File: src/led_blink_pattern_sequencer_assert.svh
// Assertion macros shared by the LED sequencer RTL.
`ifndef LED_BLINK_PATTERN_SEQUENCER_ASSERT_SVH
`define LED_BLINK_PATTERN_SEQUENCER_ASSERT_SVH

// A condition that holds at every clock edge outside reset.
`define LBPS_ASSERT_ALWAYS(lbl, clk, rst, expr) \
   lbl: assert property (@(posedge clk) disable iff (rst) (expr)) \
      else $error("LED sequencer invariant violated");

// A condition that, once seen, implies another in the next cycle.
`define LBPS_ASSERT_NEXT(lbl, clk, rst, ante, cons) \
   lbl: assert property (@(posedge clk) disable iff (rst) (ante) |=> (cons)) \
      else $error("LED sequencer next-cycle check violated");

`endif

File: src/lbps_pkg.sv
`default_nettype none

package lbps_pkg;

   // Mode codes as they appear on mode_sel and mode_now.
   localparam logic [3:0] MODE_OFF       = 4'd0;
   localparam logic [3:0] MODE_FAST      = 4'd1;
   localparam logic [3:0] MODE_BLINK     = 4'd2;
   localparam logic [3:0] MODE_INV       = 4'd3;
   localparam logic [3:0] MODE_TWICE     = 4'd4;
   localparam logic [3:0] MODE_SLOW      = 4'd5;
   localparam logic [3:0] MODE_SLOW_INV  = 4'd6;
   localparam logic [3:0] MODE_STANDBY   = 4'd7;
   localparam logic [3:0] MODE_GLOW      = 4'd8;
   localparam logic [3:0] MODE_ON        = 4'd9;

   // Command codes.
   localparam logic [1:0] CMD_TICK = 2'd0;
   localparam logic [1:0] CMD_SET  = 2'd1;
   localparam logic [1:0] CMD_NEXT = 2'd2;

   // Configuration register indexes.
   localparam logic CSR_ACTIVE_HIGH = 1'b0;
   localparam logic CSR_GLOW_STEP   = 1'b1;

   // Widths and constants.
   localparam int  PHASES_DEFAULT     = 6;
   localparam int  COUNT_BITS_DEFAULT = 16;
   localparam int  DUR_BITS           = 14;
   localparam int  DUTY_BITS          = 10;
   localparam logic [DUTY_BITS-1:0] GLOW_STEP_RESET = 10'd60;
   localparam logic [DUTY_BITS-1:0] DUTY_MAX        = 10'd1000;
   localparam logic [5:0] BLINK_TIMEOUT = 6'd10;
   localparam logic [5:0] GLOW_TIMEOUT  = 6'd50;

   // One result transaction.
   typedef struct packed {
      logic                 led_lit;
      logic                 pin_level;
      logic [DUTY_BITS-1:0] pwm_duty;
      logic                 pwm_active;
      logic [3:0]           mode_now;
   } result_type;

   // Phase durations in milliseconds for each mode; unused phases are zero.
   function automatic logic [DUR_BITS-1:0] phase_duration(input logic [3:0] mode,
                                                         input logic [2:0] phase);
      logic [DUR_BITS-1:0] first;
      logic [DUR_BITS-1:0] second;
      logic [DUR_BITS-1:0] dur;
      first  = '0;
      second = '0;
      case (mode)
         MODE_FAST: begin
            first  = 14'd190;
            second = 14'd10;
         end
         MODE_BLINK: begin
            first  = 14'd1950;
            second = 14'd50;
         end
         MODE_INV: begin
            first  = 14'd1900;
            second = 14'd100;
         end
         MODE_TWICE: begin
            first  = 14'd1300;
            second = 14'd50;
         end
         MODE_SLOW: begin
            first  = 14'd4700;
            second = 14'd300;
         end
         MODE_SLOW_INV: begin
            first  = 14'd4800;
            second = 14'd200;
         end
         MODE_STANDBY: begin
            first  = 14'd9950;
            second = 14'd50;
         end
         default: begin
            first  = '0;
            second = '0;
         end
      endcase
      case (phase)
         3'd0: dur = first;
         3'd1: dur = second;
         3'd2: dur = (mode == MODE_TWICE) ? 14'd100 : 14'd0;
         3'd3: dur = (mode == MODE_TWICE) ? 14'd50 : 14'd0;
         default: dur = '0;
      endcase
      return dur;
   endfunction

endpackage

`default_nettype wire

File: src/led_blink_pattern_sequencer.sv
// A result is registered in the result register, or in the skid entry if that register holds a stalled result.
// One transaction per cycle while req_stall is low; all state updates settle in a single pass.
// A result register plus one skid entry lets a request be taken while a result waits.
// Reset is synchronous and active high: mode off, LED dark, counters and duty zero,
// active_high 0 and glow_step 60; no result is pending after reset.
`default_nettype none
`include "led_blink_pattern_sequencer_assert.svh"

module led_blink_pattern_sequencer #(
   parameter int PHASES     = lbps_pkg::PHASES_DEFAULT,
   parameter int COUNT_BITS = lbps_pkg::COUNT_BITS_DEFAULT
) (
   input  wire logic                           clock,
   input  wire logic                           reset,
   // Request channel.
   input  wire logic                           req_valid,
   output      logic                           req_stall,
   input  wire logic [1:0]                     req_cmd,
   input  wire logic [3:0]                     req_mode_sel,
   // Result channel.
   output      logic                           rsp_valid,
   input  wire logic                           rsp_stall,
   output      logic                           rsp_led_lit,
   output      logic                           rsp_pin_level,
   output      logic [lbps_pkg::DUTY_BITS-1:0] rsp_pwm_duty,
   output      logic                           rsp_pwm_active,
   output      logic [3:0]                     rsp_mode_now,
   // Configuration write port.
   input  wire logic                           csr_wr_en,
   input  wire logic                           csr_index,
   input  wire logic [lbps_pkg::DUTY_BITS-1:0] csr_wdata
);

   localparam int DB = lbps_pkg::DUTY_BITS;

   // Configuration registers.
   logic          active_high_ff;
   logic [DB-1:0] glow_step_ff;

   // Sequencer state.
   logic [3:0]            mode_ff, mode_in;
   logic                  lit_ff, lit_in;
   logic [2:0]            phase_ff, phase_in;
   logic [COUNT_BITS-1:0] since_toggle_ff, since_toggle_in;
   logic [COUNT_BITS-1:0] since_update_ff, since_update_in;
   logic [DB-1:0]         duty_ff, duty_in;
   logic                  glow_rising_ff, glow_rising_in;

   // Output staging.
   logic                 rsp_valid_ff, rsp_valid_in;
   lbps_pkg::result_type rsp_data_ff, rsp_data_in;
   logic                 skid_valid_ff, skid_valid_in;
   lbps_pkg::result_type skid_data_ff, skid_data_in;

   // Intermediate values of the update.
   logic                  accept;
   logic [COUNT_BITS-1:0] toggle_inc;
   logic [COUNT_BITS-1:0] update_inc;
   logic [COUNT_BITS-1:0] timeout;
   logic [3:0]            mode_plus;
   logic [3:0]            target_raw;
   logic [3:0]            target;
   logic [3:0]            phase_next;
   logic                  phase_wrap;
   logic [lbps_pkg::DUR_BITS-1:0] dur_now;
   logic [lbps_pkg::DUR_BITS-1:0] dur_next;
   logic signed [DB+1:0]  duty_sum;
   lbps_pkg::result_type  result;

   assign accept    = req_valid && !req_stall;
   assign req_stall = skid_valid_ff;

   // Saturating elapsed-time counters.
   assign toggle_inc = (&since_toggle_ff) ? since_toggle_ff
                                          : since_toggle_ff + COUNT_BITS'(1);
   assign update_inc = (&since_update_ff) ? since_update_ff
                                          : since_update_ff + COUNT_BITS'(1);
   assign timeout    = (mode_ff == lbps_pkg::MODE_GLOW) ? COUNT_BITS'(lbps_pkg::GLOW_TIMEOUT)
                                                        : COUNT_BITS'(lbps_pkg::BLINK_TIMEOUT);

   // Mode targeted by a set or advance command; codes above on fall back to off.
   assign mode_plus  = mode_ff + 4'd1;
   assign target_raw = (req_cmd == lbps_pkg::CMD_SET) ? req_mode_sel : mode_plus;
   assign target     = (target_raw > lbps_pkg::MODE_ON) ? lbps_pkg::MODE_OFF : target_raw;

   // Pattern lookup for the current and following phase.
   assign dur_now    = lbps_pkg::phase_duration(mode_ff, phase_ff);
   assign phase_next = {1'b0, phase_ff} + 4'd1;
   assign dur_next   = lbps_pkg::phase_duration(mode_ff, phase_next[2:0]);
   assign phase_wrap = (phase_next >= 4'(PHASES)) || phase_next[3] || (dur_next == '0);

   // Glow ramp step in either direction.
   assign duty_sum = glow_rising_ff
                   ? $signed({2'b00, duty_ff}) + $signed({2'b00, glow_step_ff})
                   : $signed({2'b00, duty_ff}) - $signed({2'b00, glow_step_ff});

   // Next state for one request transaction.
   always_comb begin
      mode_in         = mode_ff;
      lit_in          = lit_ff;
      phase_in        = phase_ff;
      since_toggle_in = since_toggle_ff;
      since_update_in = since_update_ff;
      duty_in         = duty_ff;
      glow_rising_in  = glow_rising_ff;
      if (accept) begin
         case (req_cmd)
            lbps_pkg::CMD_TICK: begin
               since_toggle_in = toggle_inc;
               since_update_in = update_inc;
               if (mode_ff != lbps_pkg::MODE_OFF && mode_ff != lbps_pkg::MODE_ON &&
                   update_inc > timeout) begin
                  since_update_in = '0;
                  if (mode_ff == lbps_pkg::MODE_GLOW) begin
                     if (duty_sum >= $signed({2'b00, lbps_pkg::DUTY_MAX})) begin
                        duty_in        = lbps_pkg::DUTY_MAX;
                        glow_rising_in = !glow_rising_ff;
                     end else if (duty_sum <= 0) begin
                        duty_in        = '0;
                        glow_rising_in = !glow_rising_ff;
                     end else begin
                        duty_in = duty_sum[DB-1:0];
                     end
                  end else if (toggle_inc > COUNT_BITS'(dur_now)) begin
                     lit_in          = !lit_ff;
                     since_toggle_in = '0;
                     phase_in        = phase_wrap ? 3'd0 : phase_next[2:0];
                  end
               end
            end
            lbps_pkg::CMD_SET, lbps_pkg::CMD_NEXT: begin
               if (target != mode_ff) begin
                  mode_in         = target;
                  since_toggle_in = '0;
                  phase_in        = 3'd0;
                  lit_in          = (target == lbps_pkg::MODE_GLOW) ||
                                    (target == lbps_pkg::MODE_ON) ||
                                    (target == lbps_pkg::MODE_INV) ||
                                    (target == lbps_pkg::MODE_SLOW_INV);
                  if (target == lbps_pkg::MODE_GLOW) begin
                     duty_in        = '0;
                     glow_rising_in = 1'b0;
                  end
               end
            end
            default: begin
               mode_in = mode_ff;
            end
         endcase
      end
   end

   // Result fields from the updated state.
   always_comb begin
      result.led_lit    = lit_in;
      result.pwm_active = (mode_in == lbps_pkg::MODE_GLOW);
      result.pin_level  = result.pwm_active ? 1'b0
                        : (active_high_ff ? lit_in : !lit_in);
      result.pwm_duty   = result.pwm_active ? duty_in : '0;
      result.mode_now   = mode_in;
   end

   // Result register with one skid entry behind it.
   always_comb begin
      rsp_valid_in  = rsp_valid_ff;
      rsp_data_in   = rsp_data_ff;
      skid_valid_in = skid_valid_ff;
      skid_data_in  = skid_data_ff;
      if (!rsp_valid_ff || !rsp_stall) begin
         if (skid_valid_ff) begin
            rsp_valid_in  = 1'b1;
            rsp_data_in   = skid_data_ff;
            skid_valid_in = 1'b0;
         end else begin
            rsp_valid_in = accept;
            rsp_data_in  = result;
         end
      end else if (accept) begin
         skid_valid_in = 1'b1;
         skid_data_in  = result;
      end
   end

   // Control and state registers.
   always_ff @(posedge clock) begin
      if (reset) begin
         mode_ff         <= lbps_pkg::MODE_OFF;
         lit_ff          <= 1'b0;
         phase_ff        <= 3'd0;
         since_toggle_ff <= '0;
         since_update_ff <= '0;
         duty_ff         <= '0;
         glow_rising_ff  <= 1'b0;
         rsp_valid_ff    <= 1'b0;
         skid_valid_ff   <= 1'b0;
      end else begin
         mode_ff         <= mode_in;
         lit_ff          <= lit_in;
         phase_ff        <= phase_in;
         since_toggle_ff <= since_toggle_in;
         since_update_ff <= since_update_in;
         duty_ff         <= duty_in;
         glow_rising_ff  <= glow_rising_in;
         rsp_valid_ff    <= rsp_valid_in;
         skid_valid_ff   <= skid_valid_in;
      end
   end

   // Configuration writes.
   always_ff @(posedge clock) begin
      if (reset) begin
         active_high_ff <= 1'b0;
         glow_step_ff   <= lbps_pkg::GLOW_STEP_RESET;
      end else if (csr_wr_en) begin
         case (csr_index)
            lbps_pkg::CSR_ACTIVE_HIGH: active_high_ff <= csr_wdata[0];
            lbps_pkg::CSR_GLOW_STEP:   glow_step_ff   <= csr_wdata;
            default:                   glow_step_ff   <= glow_step_ff;
         endcase
      end
   end

   // Result payload registers.
   always_ff @(posedge clock) begin
      rsp_data_ff  <= rsp_data_in;
      skid_data_ff <= skid_data_in;
   end

   assign rsp_valid      = rsp_valid_ff;
   assign rsp_led_lit    = rsp_data_ff.led_lit;
   assign rsp_pin_level  = rsp_data_ff.pin_level;
   assign rsp_pwm_duty   = rsp_data_ff.pwm_duty;
   assign rsp_pwm_active = rsp_data_ff.pwm_active;
   assign rsp_mode_now   = rsp_data_ff.mode_now;

   // The skid entry is only used while the result register is occupied.
   `LBPS_ASSERT_ALWAYS(a_skid_behind_rsp, clock, reset, !skid_valid_ff || rsp_valid_ff)
   // The glow duty never leaves its range.
   `LBPS_ASSERT_ALWAYS(a_duty_range, clock, reset, duty_ff <= lbps_pkg::DUTY_MAX)
   // The phase index stays inside the configured pattern length.
   `LBPS_ASSERT_ALWAYS(a_phase_range, clock, reset, {1'b0, phase_ff} < 4'(PHASES))
   // A valid set command lands in the mode register.
   `LBPS_ASSERT_NEXT(a_set_mode, clock, reset,
      accept && req_cmd == lbps_pkg::CMD_SET && req_mode_sel <= lbps_pkg::MODE_ON,
      mode_ff == $past(req_mode_sel))
   // A stalled result is never dropped.
   `LBPS_ASSERT_NEXT(a_rsp_held, clock, reset, rsp_valid_ff && rsp_stall, rsp_valid_ff)

endmodule

`default_nettype wire
File: config.mk
export PLATFORM = sky130hd
export DESIGN_NAME = led_blink_pattern_sequencer
export DESIGN_NICKNAME = d
export VERILOG_FILES = /design/src/lbps_pkg.sv /design/src/led_blink_pattern_sequencer.sv
export VERILOG_INCLUDE_DIRS = /design/src /design/src/src
export SDC_FILE = /design/constraint.sdc
export NUM_CORES = 1
export LEC_CHECK = 0
export BUFFER_PORTS_ARGS = -buffer_cell sky130_fd_sc_hd__buf_4
export CAP_MARGIN = 10
export CORE_ASPECT_RATIO = 0.6
export CORE_UTILIZATION = 50
export DETAILED_ROUTE_END_ITERATION = 10
export PLACE_DENSITY = 0.78
export SETUP_SLACK_MARGIN = 0.15
export SKIP_LAST_GASP = 1
export SLEW_MARGIN = 20
export SYNTH_ARGS = -nofsm -noshare
export SYNTH_HDL_FRONTEND = slang
export SYNTH_SLANG_ARGS = --single-unit
File: constraint.sdc
create_clock -name clock -period 5.47 [get_ports clock]
set_input_delay 1.094 -clock clock [delete_from_list [all_inputs] [get_ports clock]]
set_output_delay 1.094 -clock clock [all_outputs]
set_load 0.1 [all_outputs]
==> results.py, run 1 <==
metrics = {
    "critical_path": {
        "crit_fanout": 10,
        "critPathLaunchType": "flop",
        "reg2reg_depth": 16,
        "r2r_end": "rsp_pwm_duty[3]$_DFFE_PP_",
        "critPathKind": "reg2reg",
        "rr_startpoint": "since_update_ff[10]$_SDFFE_PP0P_",
        "critical_path_required_ps": 5550,
        "cp-end-kind": "flop",
        "cp.arrival_ps": 4680,
        "r2r_setup_slack_ps": 870,
        "critPathLaunch": "since_update_ff[10]$_SDFFE_PP0P_",
    },
    "detailed_routing": {
        "first_iter_violations": 778,
        "ant_nets": 0,
        "vias_per_cell": 6.14,
        "drtPass1Iterations": 6,
        "vias": 6605,
        "drc": 0,
        "finalWirelength_um": 18600,
        "routedWlPerCell_um": 17.3,
    },
    "synth": {
        "ys_warn_count": 0,
        "synthArstFlopShare": 0,
        "ys.flop_type": "dfxtp_1",
        "seq_area_frac_synth": 0.325,
        "yosys-top-cells-count": "nor2_1, nand2_1, a21oi_1",
        "ys_types": 78,
        "syn_inst": 867,
        "synth_edf_count": 34,
        "synth.largest_area_cell": "dfxtp_1",
        "synth_seq_cells": 98,
        "synthesis.nets": 941,
        "synth_most_common_cell": "nor2_1",
        "synth.top_cell.area_share": 0.181,
        "netlist_area_um2": 7090,
        "avgSynthCellArea_um2": 8.18,
        "synthTopCellsByArea": "dfxtp_1, edfxtp_1, ha_1",
    },
    "timing": {
        "slew_headroom": 0.357,
        "min_period_over_period": 0.842,
        "fmax_ghz": 0.217,
        "fin_skew_ps": 10.4,
        "setup_viol": 0,
        "hold_viol": 0,
        "layout_setup_ws_ps": 865,
        "fin_crit_ps": 4600,
        "finalMaxSlewViolations": 0,
        "tns_ps": 0,
        "rsz0062_at_grt": "false",
        "worst_pin_slew_ps": 964,
    },
    "global_route": {
        "grt_pass1_wl_um": 30200,
        "overflow": 0,
        "grt_pass1_vias": 5678,
        "grt_max_degree": 66,
        "grt_usage": 0.263,
        "antenna_found_initial": 0,
    },
    "power_and_ir_drop": {
        "p_per_area_nw_per_um2": 232,
        "p_leak_nw": 3.04,
        "ir_drop_mv": 0.191,
    },
    "cells_and_area": {
        "fin_area_um2": 7770,
        "diodes": 0,
        "layout-drive-gt1-share": 0.109,
        "nFillCells": 1200,
        "multi_input_area_um2": 4440,
        "layout.nets": 952,
        "syn2layout_area_growth_pct": 9.52,
        "regArea_um2": 2300,
    },
    "hold_path": {
        "hold_path.class": "reg2reg",
        "hold-path-endpoint": "glow_step_ff[0]$_SDFFE_PP0P_",
        "worstHoldStart": "glow_step_ff[0]$_SDFFE_PP0P_",
        "hold-path-cell-count": 2,
    },
    "floorplan": {
        "coreArea_um2": 13700,
        "die_w_um": 156,
        "placementRows": 33,
        "start_util": 0.516,
        "fp.dieH_um": 94.3,
        "fp.dieArea_um2": 14700,
        "io_pins": 41,
    },
    "status": {
        "status": "finished, final reports clean",
    },
    "cts": {
        "cts.htree.levels": 3,
        "cts_setup_buffers": 0,
        "root_buffer": "clkbuf_16",
        "insertion_delay_ps": 350,
        "cts_resized": 0,
        "cts_buffer_depth": 2,
        "cts_sinks": 98,
        "cts-buffers-inserted": 9,
        "ctsHoldBuffers": 0,
        "clk_pin_slew_ps": 80,
        "tritoncts": "built",
    },
    "place": {
        "pre_cts_slack_ps": 790,
        "port_buffers": 40,
        "dp_hpwl_um": 13800,
        "placed_area_um2": 7470,
        "gp_congestion": 0.997,
    },
    "job": {
        "cap_viol_max_count": 0,
    },
}
-- routing by layer --
layer,routed length [um],track usage
met1,9480,0.427
met2,6900,0.331
met3,2040,0.0650
met4,176,0.0580
met5,0,0
-- cell usage in the layout, fill, tap and decap left out, types with 9 or more instances in the layout --
cell	synthesis	layout
a31oi_1	11	11
nor3_1	24	24
or3_1	10	10
edfxtp_1	34	34
nor2b_1	18	18
dfxtp_1	64	64
a22oi_1	13	13
o211ai_1	10	10
clkbuf_16	0	9
ha_1	50	50
a21oi_1	65	65
and3_1	9	9
xnor2_1	13	13
nand2b_1	14	14
nand3_1	31	31
o21ai_1	12	12
o21ai_0	36	36
nand4_1	16	16
buf_4	2	46
a211oi_1	14	14
xor2_1	14	14
inv_1	37	37
nand2_1	91	91
nor2_1	102	102
-- logic make-up (layout without fill, tap and decap cells) --
| group | after synthesis | count (layout) | share of synthesized area |
|---|---|---|---|
| AND/OR/NAND/NOR | 362 | 362 | 0.259 |
| AO/OA/AOI/OAI | 229 | 229 | 0.216 |
| flip-flops | 98 | 98 | 0.325 |
| buffers and inverters | 83 | 99 | 0.0497 |
| adder cells (fa/ha/maj) | 52 | 52 | 0.0938 |
| XOR/XNOR | 27 | 27 | 0.0333 |
| multiplexers | 16 | 16 | 0.0240 |
-- report_power, final --
part	internal [W]	switching, W
registers	0.000777	0.0000215
logic	0.000105	0.000244
clock network	0.000327	0.000324
total	0.00121	0.000589
-- metrics by stage --
step,hold WS [ps],std cells,total power [W],utilization
after floorplan,454,867,0.00107,-
after global placement,467,1059,0.00115,0.543
after detailed placement,474,1059,0.00116,0.543
after CTS,490,1075,0.00180,0.565
after global routing,509,1075,0.00187,0.565
final,486,1075,0.00180,0.565
-- flip-flops by register name, indices dropped and copies added, names as in the netlist --
signal / cells
active_high_ff: 1
duty_ff: 10
glow_rising_ff: 1
glow_step_ff: 10
lit_ff: 1
mode_ff: 4
phase_ff: 3
req_stall: 1
rsp_led_lit: 1
rsp_mode_now: 4
rsp_pin_level: 1
rsp_pwm_active: 1
rsp_pwm_duty: 10
rsp_valid: 1
since_toggle_ff: 16
since_update_ff: 16
skid_data_ff: 17
-- layout make-up --
type	count	share of cell area
tap	192	0.0309
clock inverter	7	0.0101
multi-input combinational	686	0.571
sequential	98	0.296
inverter	37	0.0179
timing repair buffer	46	0.0444
clock buffer	9	0.0290
-- worst max-delay path by stage --
stage / endpoint / slack (ps) / cells past startpoint
2_1_floorplan: rsp_pwm_duty[9]$_DFFE_PP_ / 1680 / 18
3_5_place_dp: rsp_pwm_duty[3]$_DFFE_PP_ / 790 / 13
6_report: rsp_pwm_duty[3]$_DFFE_PP_ / 870 / 16
3_3_place_gp: rsp_pwm_duty[1]$_DFFE_PP_ / 990 / 13
5_1_grt: rsp_pwm_duty[3]$_DFFE_PP_ / 540 / 16
4_1_cts: rsp_pwm_duty[3]$_DFFE_PP_ / 950 / 16
-- critical path: stages, from the launching register on --
cell       delay (ps)
dfxtp_1           530
and4_1            270
nand4_1           230
nor2_1            380
nor2_1            170
and3_1            220
xor2_1            150
ha_1              330
a211oi_1           90
nor3b_1           140
a221oi_1          260
a2bb2oi_1         150
a41oi_2           300
nand2_1           100
a211o_1           440
a21oi_1           430
o21ai_1           120
Power figures use the tool's default switching activity.
==> inputs of run 2 (changes only) <==
Settings changed: PLACE_DENSITY 0.78 to 0.81.
Clock period 5.47 ns to 3.9 ns, I/O delays scaled along.
==> results.py, run 2 (synthesis gave the netlist of run 1 again) <==
metrics = {
    "status": {
        "status": "finished, final reports clean",
    },
    "detailed_routing": {
        "ant_nets": 0,
        "drc": 0,
        "first_iter_violations": 1132,
        "vias": 7208,
        "vias_per_cell": 6.33,
        "drtPass1Iterations": 7,
        "finalWirelength_um": 21500,
        "routedWlPerCell_um": 18.9,
    },
    "critical_path": {
        "cp.arrival_ps": 3980,
        "critPathSlowestCell": "dfxtp_2",
        "r2r_setup_slack_ps": 120,
        "reg2reg_depth": 16,
        "critical_path_required_ps": 4100,
        "critPathLaunchType": "flop",
        "crit_chain": "nand4_1 -> nor3_4 -> nand4_2 -> and3_4 -> nand4_1 -> xnor2_2 -> ha_1 -> a21o_1 -> a21oi_2 -> a31oi_4 -> a211oi_2 -> o21a_1 -> o41a_1 -> nand3_2 -> xor2_2 -> o31ai_2",
        "rr_startpoint": "since_toggle_ff[9]$_SDFFE_PP0P_",
        "critPathKind": "reg2reg",
        "critPathLaunch": "since_toggle_ff[9]$_SDFFE_PP0P_",
        "cp-end-kind": "flop",
        "crit_top_cell": "nand4_1",
        "critPathCapture": "rsp_pin_level$_DFFE_PP_",
        "max_stage_delay_ps": 370,
        "crit_fanout": 3,
        "r2r_end": "rsp_pin_level$_DFFE_PP_",
    },
    "timing": {
        "tns_ps": 0,
        "finalMaxSlewViolations": 0,
        "layout_setup_ws_ps": 120,
        "fin_skew_ps": 13.4,
        "fmax_ghz": 0.265,
        "hold_viol": 0,
        "setup_viol": 0,
        "fin_crit_ps": 3780,
        "slew_headroom": 0.405,
        "worst_pin_slew_ps": 890,
        "min_period_over_period": 0.969,
        "rsz0062_at_grt": "true",
    },
    "place": {
        "port_buffers": 40,
        "dp_hpwl_um": 14800,
        "gp_congestion": 0.967,
        "pre_cts_slack_ps": -9.78,
    },
    "hold_path": {
        "hold_path.class": "reg2reg",
        "hold-path-cell-count": 2,
    },
    "global_route": {
        "grt_pass1_wl_um": 32500,
        "grt_usage": 0.283,
        "grt_pass1_vias": 6239,
        "grt_max_degree": 66,
        "overflow": 0,
        "antenna_found_initial": 0,
    },
    "cts": {
        "tritoncts": "built",
        "cts-buffers-inserted": 9,
        "cts_buffer_depth": 2,
        "ctsHoldBuffers": 0,
        "clk_pin_slew_ps": 80,
        "root_buffer": "clkbuf_16",
        "insertion_delay_ps": 360,
        "cts_sinks": 98,
        "cts.htree.levels": 3,
    },
    "cells_and_area": {
        "layout-drive-gt1-share": 0.234,
        "final_common_cell": "buf_4",
        "diodes": 0,
        "syn2layout_area_growth_pct": 21.6,
        "reg_top3": "skid_data_ff x17, since_toggle_ff x16, since_update_ff x16",
        "final_cell_mix": "buf_4, nor2_1, nand2_1",
        "regMostFlops": "skid_data_ff",
        "layout.nets": 1016,
        "nFillCells": 1105,
        "largest_reg_flops": 17,
    },
    "floorplan": {
        "coreArea_um2": 13700,
        "die_w_um": 156,
        "start_util": 0.516,
        "placementRows": 33,
        "fp.dieH_um": 94.3,
        "fp.dieArea_um2": 14700,
        "io_pins": 41,
    },
    "power_and_ir_drop": {
        "intPower_w": 0.00173,
        "seq_power_share": 0.428,
        "p_per_area_nw_per_um2": 301,
        "combPwrFrac": 0.217,
        "sw_frac_of_total": 0.334,
        "clkPwrFrac": 0.355,
        "p_sw_w": 0.000870,
        "ir_drop_mv": 0.301,
        "p_leak_nw": 3.46,
    },
    "job": {
        "cap_viol_max_count": 0,
    },
}
==> run 2: cell count changes in the layout (fill, tap and decap cells not counted), moves of 3 or more <==
cell     before  now
dfxtp_2       0   11
buf_4        46  108
dfxtp_4       0    6
dfxtp_1      64   47
ha_2          0    4
a21oi_2       0    4
ha_1         50   42
ha_4          0    4
nor2_1      102   97
nor2_2        0    4
xor2_1       14   11
a21oi_1      65   61
==> run 2: power by group through the flow <==
stage	sequential [W]	combinational, W	clock, W
after detailed placement	0.00114	0.000505	0
after CTS	0.00111	0.000512	0.000930
after global placement	0.00114	0.000498	0
after global routing	0.00112	0.000598	0.000968
after floorplan	0.00125	0.000255	0
final	0.00111	0.000564	0.000923
==> run 2: worst max-delay path: cells and delay by family (launching register included) <==
| kind | cells | cell delay [ps] |
|---|---|---|
| AO/OA/AOI/OAI | 7 | 1410 |
| AND/OR/NAND/NOR | 6 | 1170 |
| flip-flops | 1 | 370 |
| XOR/XNOR | 2 | 360 |
| adder cells (fa/ha/maj) | 1 | 300 |
==> run 2: per-stage QoR <==
| step | total power (W) | util | std cells | hold slack, ps | cell area, um2 |
|---|---|---|---|---|---|
| 3_3_place_gp | 0.00163 | 0.569 | 1105 | 469 | 7830 |
| 4_1_cts | 0.00256 | 0.596 | 1123 | 493 | 8190 |
| 2_1_floorplan | 0.00150 | - | 867 | 454 | 7100 |
| 5_1_grt | 0.00268 | 0.628 | 1139 | 510 | 8630 |
| 3_5_place_dp | 0.00164 | 0.569 | 1105 | 477 | 7830 |
| 6_report | 0.00260 | 0.628 | 1139 | 489 | 8630 |
==> run 2: how the worst min path moves through the flow <==
stage	slack (ps)	from	endpoint
2_1_floorplan	450	glow_step_ff[6]$_SDFFE_PP0P_	glow_step_ff[6]$_SDFFE_PP0P_
3_3_place_gp	470	glow_step_ff[7]$_SDFFE_PP0P_	glow_step_ff[7]$_SDFFE_PP0P_
3_5_place_dp	480	glow_step_ff[7]$_SDFFE_PP0P_	glow_step_ff[7]$_SDFFE_PP0P_
4_1_cts	490	glow_step_ff[7]$_SDFFE_PP0P_	glow_step_ff[7]$_SDFFE_PP0P_
5_1_grt	510	glow_step_ff[6]$_SDFFE_PP0P_	glow_step_ff[6]$_SDFFE_PP0P_
6_report	490	glow_step_ff[6]$_SDFFE_PP0P_	glow_step_ff[6]$_SDFFE_PP0P_
==> run 2: final cells by class <==
cell class | instances | area, um2 | area share
clock inverters | 7 | 76.3 | 0.00884
inverters | 37 | 139 | 0.0161
multi-input cells | 686 | 4770 | 0.553
flip-flops and latches | 98 | 2340 | 0.271
repair buffers | 110 | 842 | 0.0976
well taps | 192 | 240 | 0.0278
clock buffers | 9 | 225 | 0.0261
==> run 2: metal layers <==
layer / track usage / routed length, um / vias to the layer above
li1: - / - / 3321
met1: 0.448 / 10100 / 3369
met2: 0.365 / 8470 / 479
met3: 0.0816 / 2630 / 39
met4: 0.0547 / 261 / 0
met5: 0 / 0 / -
==> run 2: timing repair <==
| item | CTS | global route |
|---|---|---|
| gates cloned | 0 | 0 |
| pin swaps | 3 | 32 |
| buffers inserted | 2 | 16 |
| setup endpoints to repair | 30 | 58 |
| gates resized for setup | 18 | 65 |
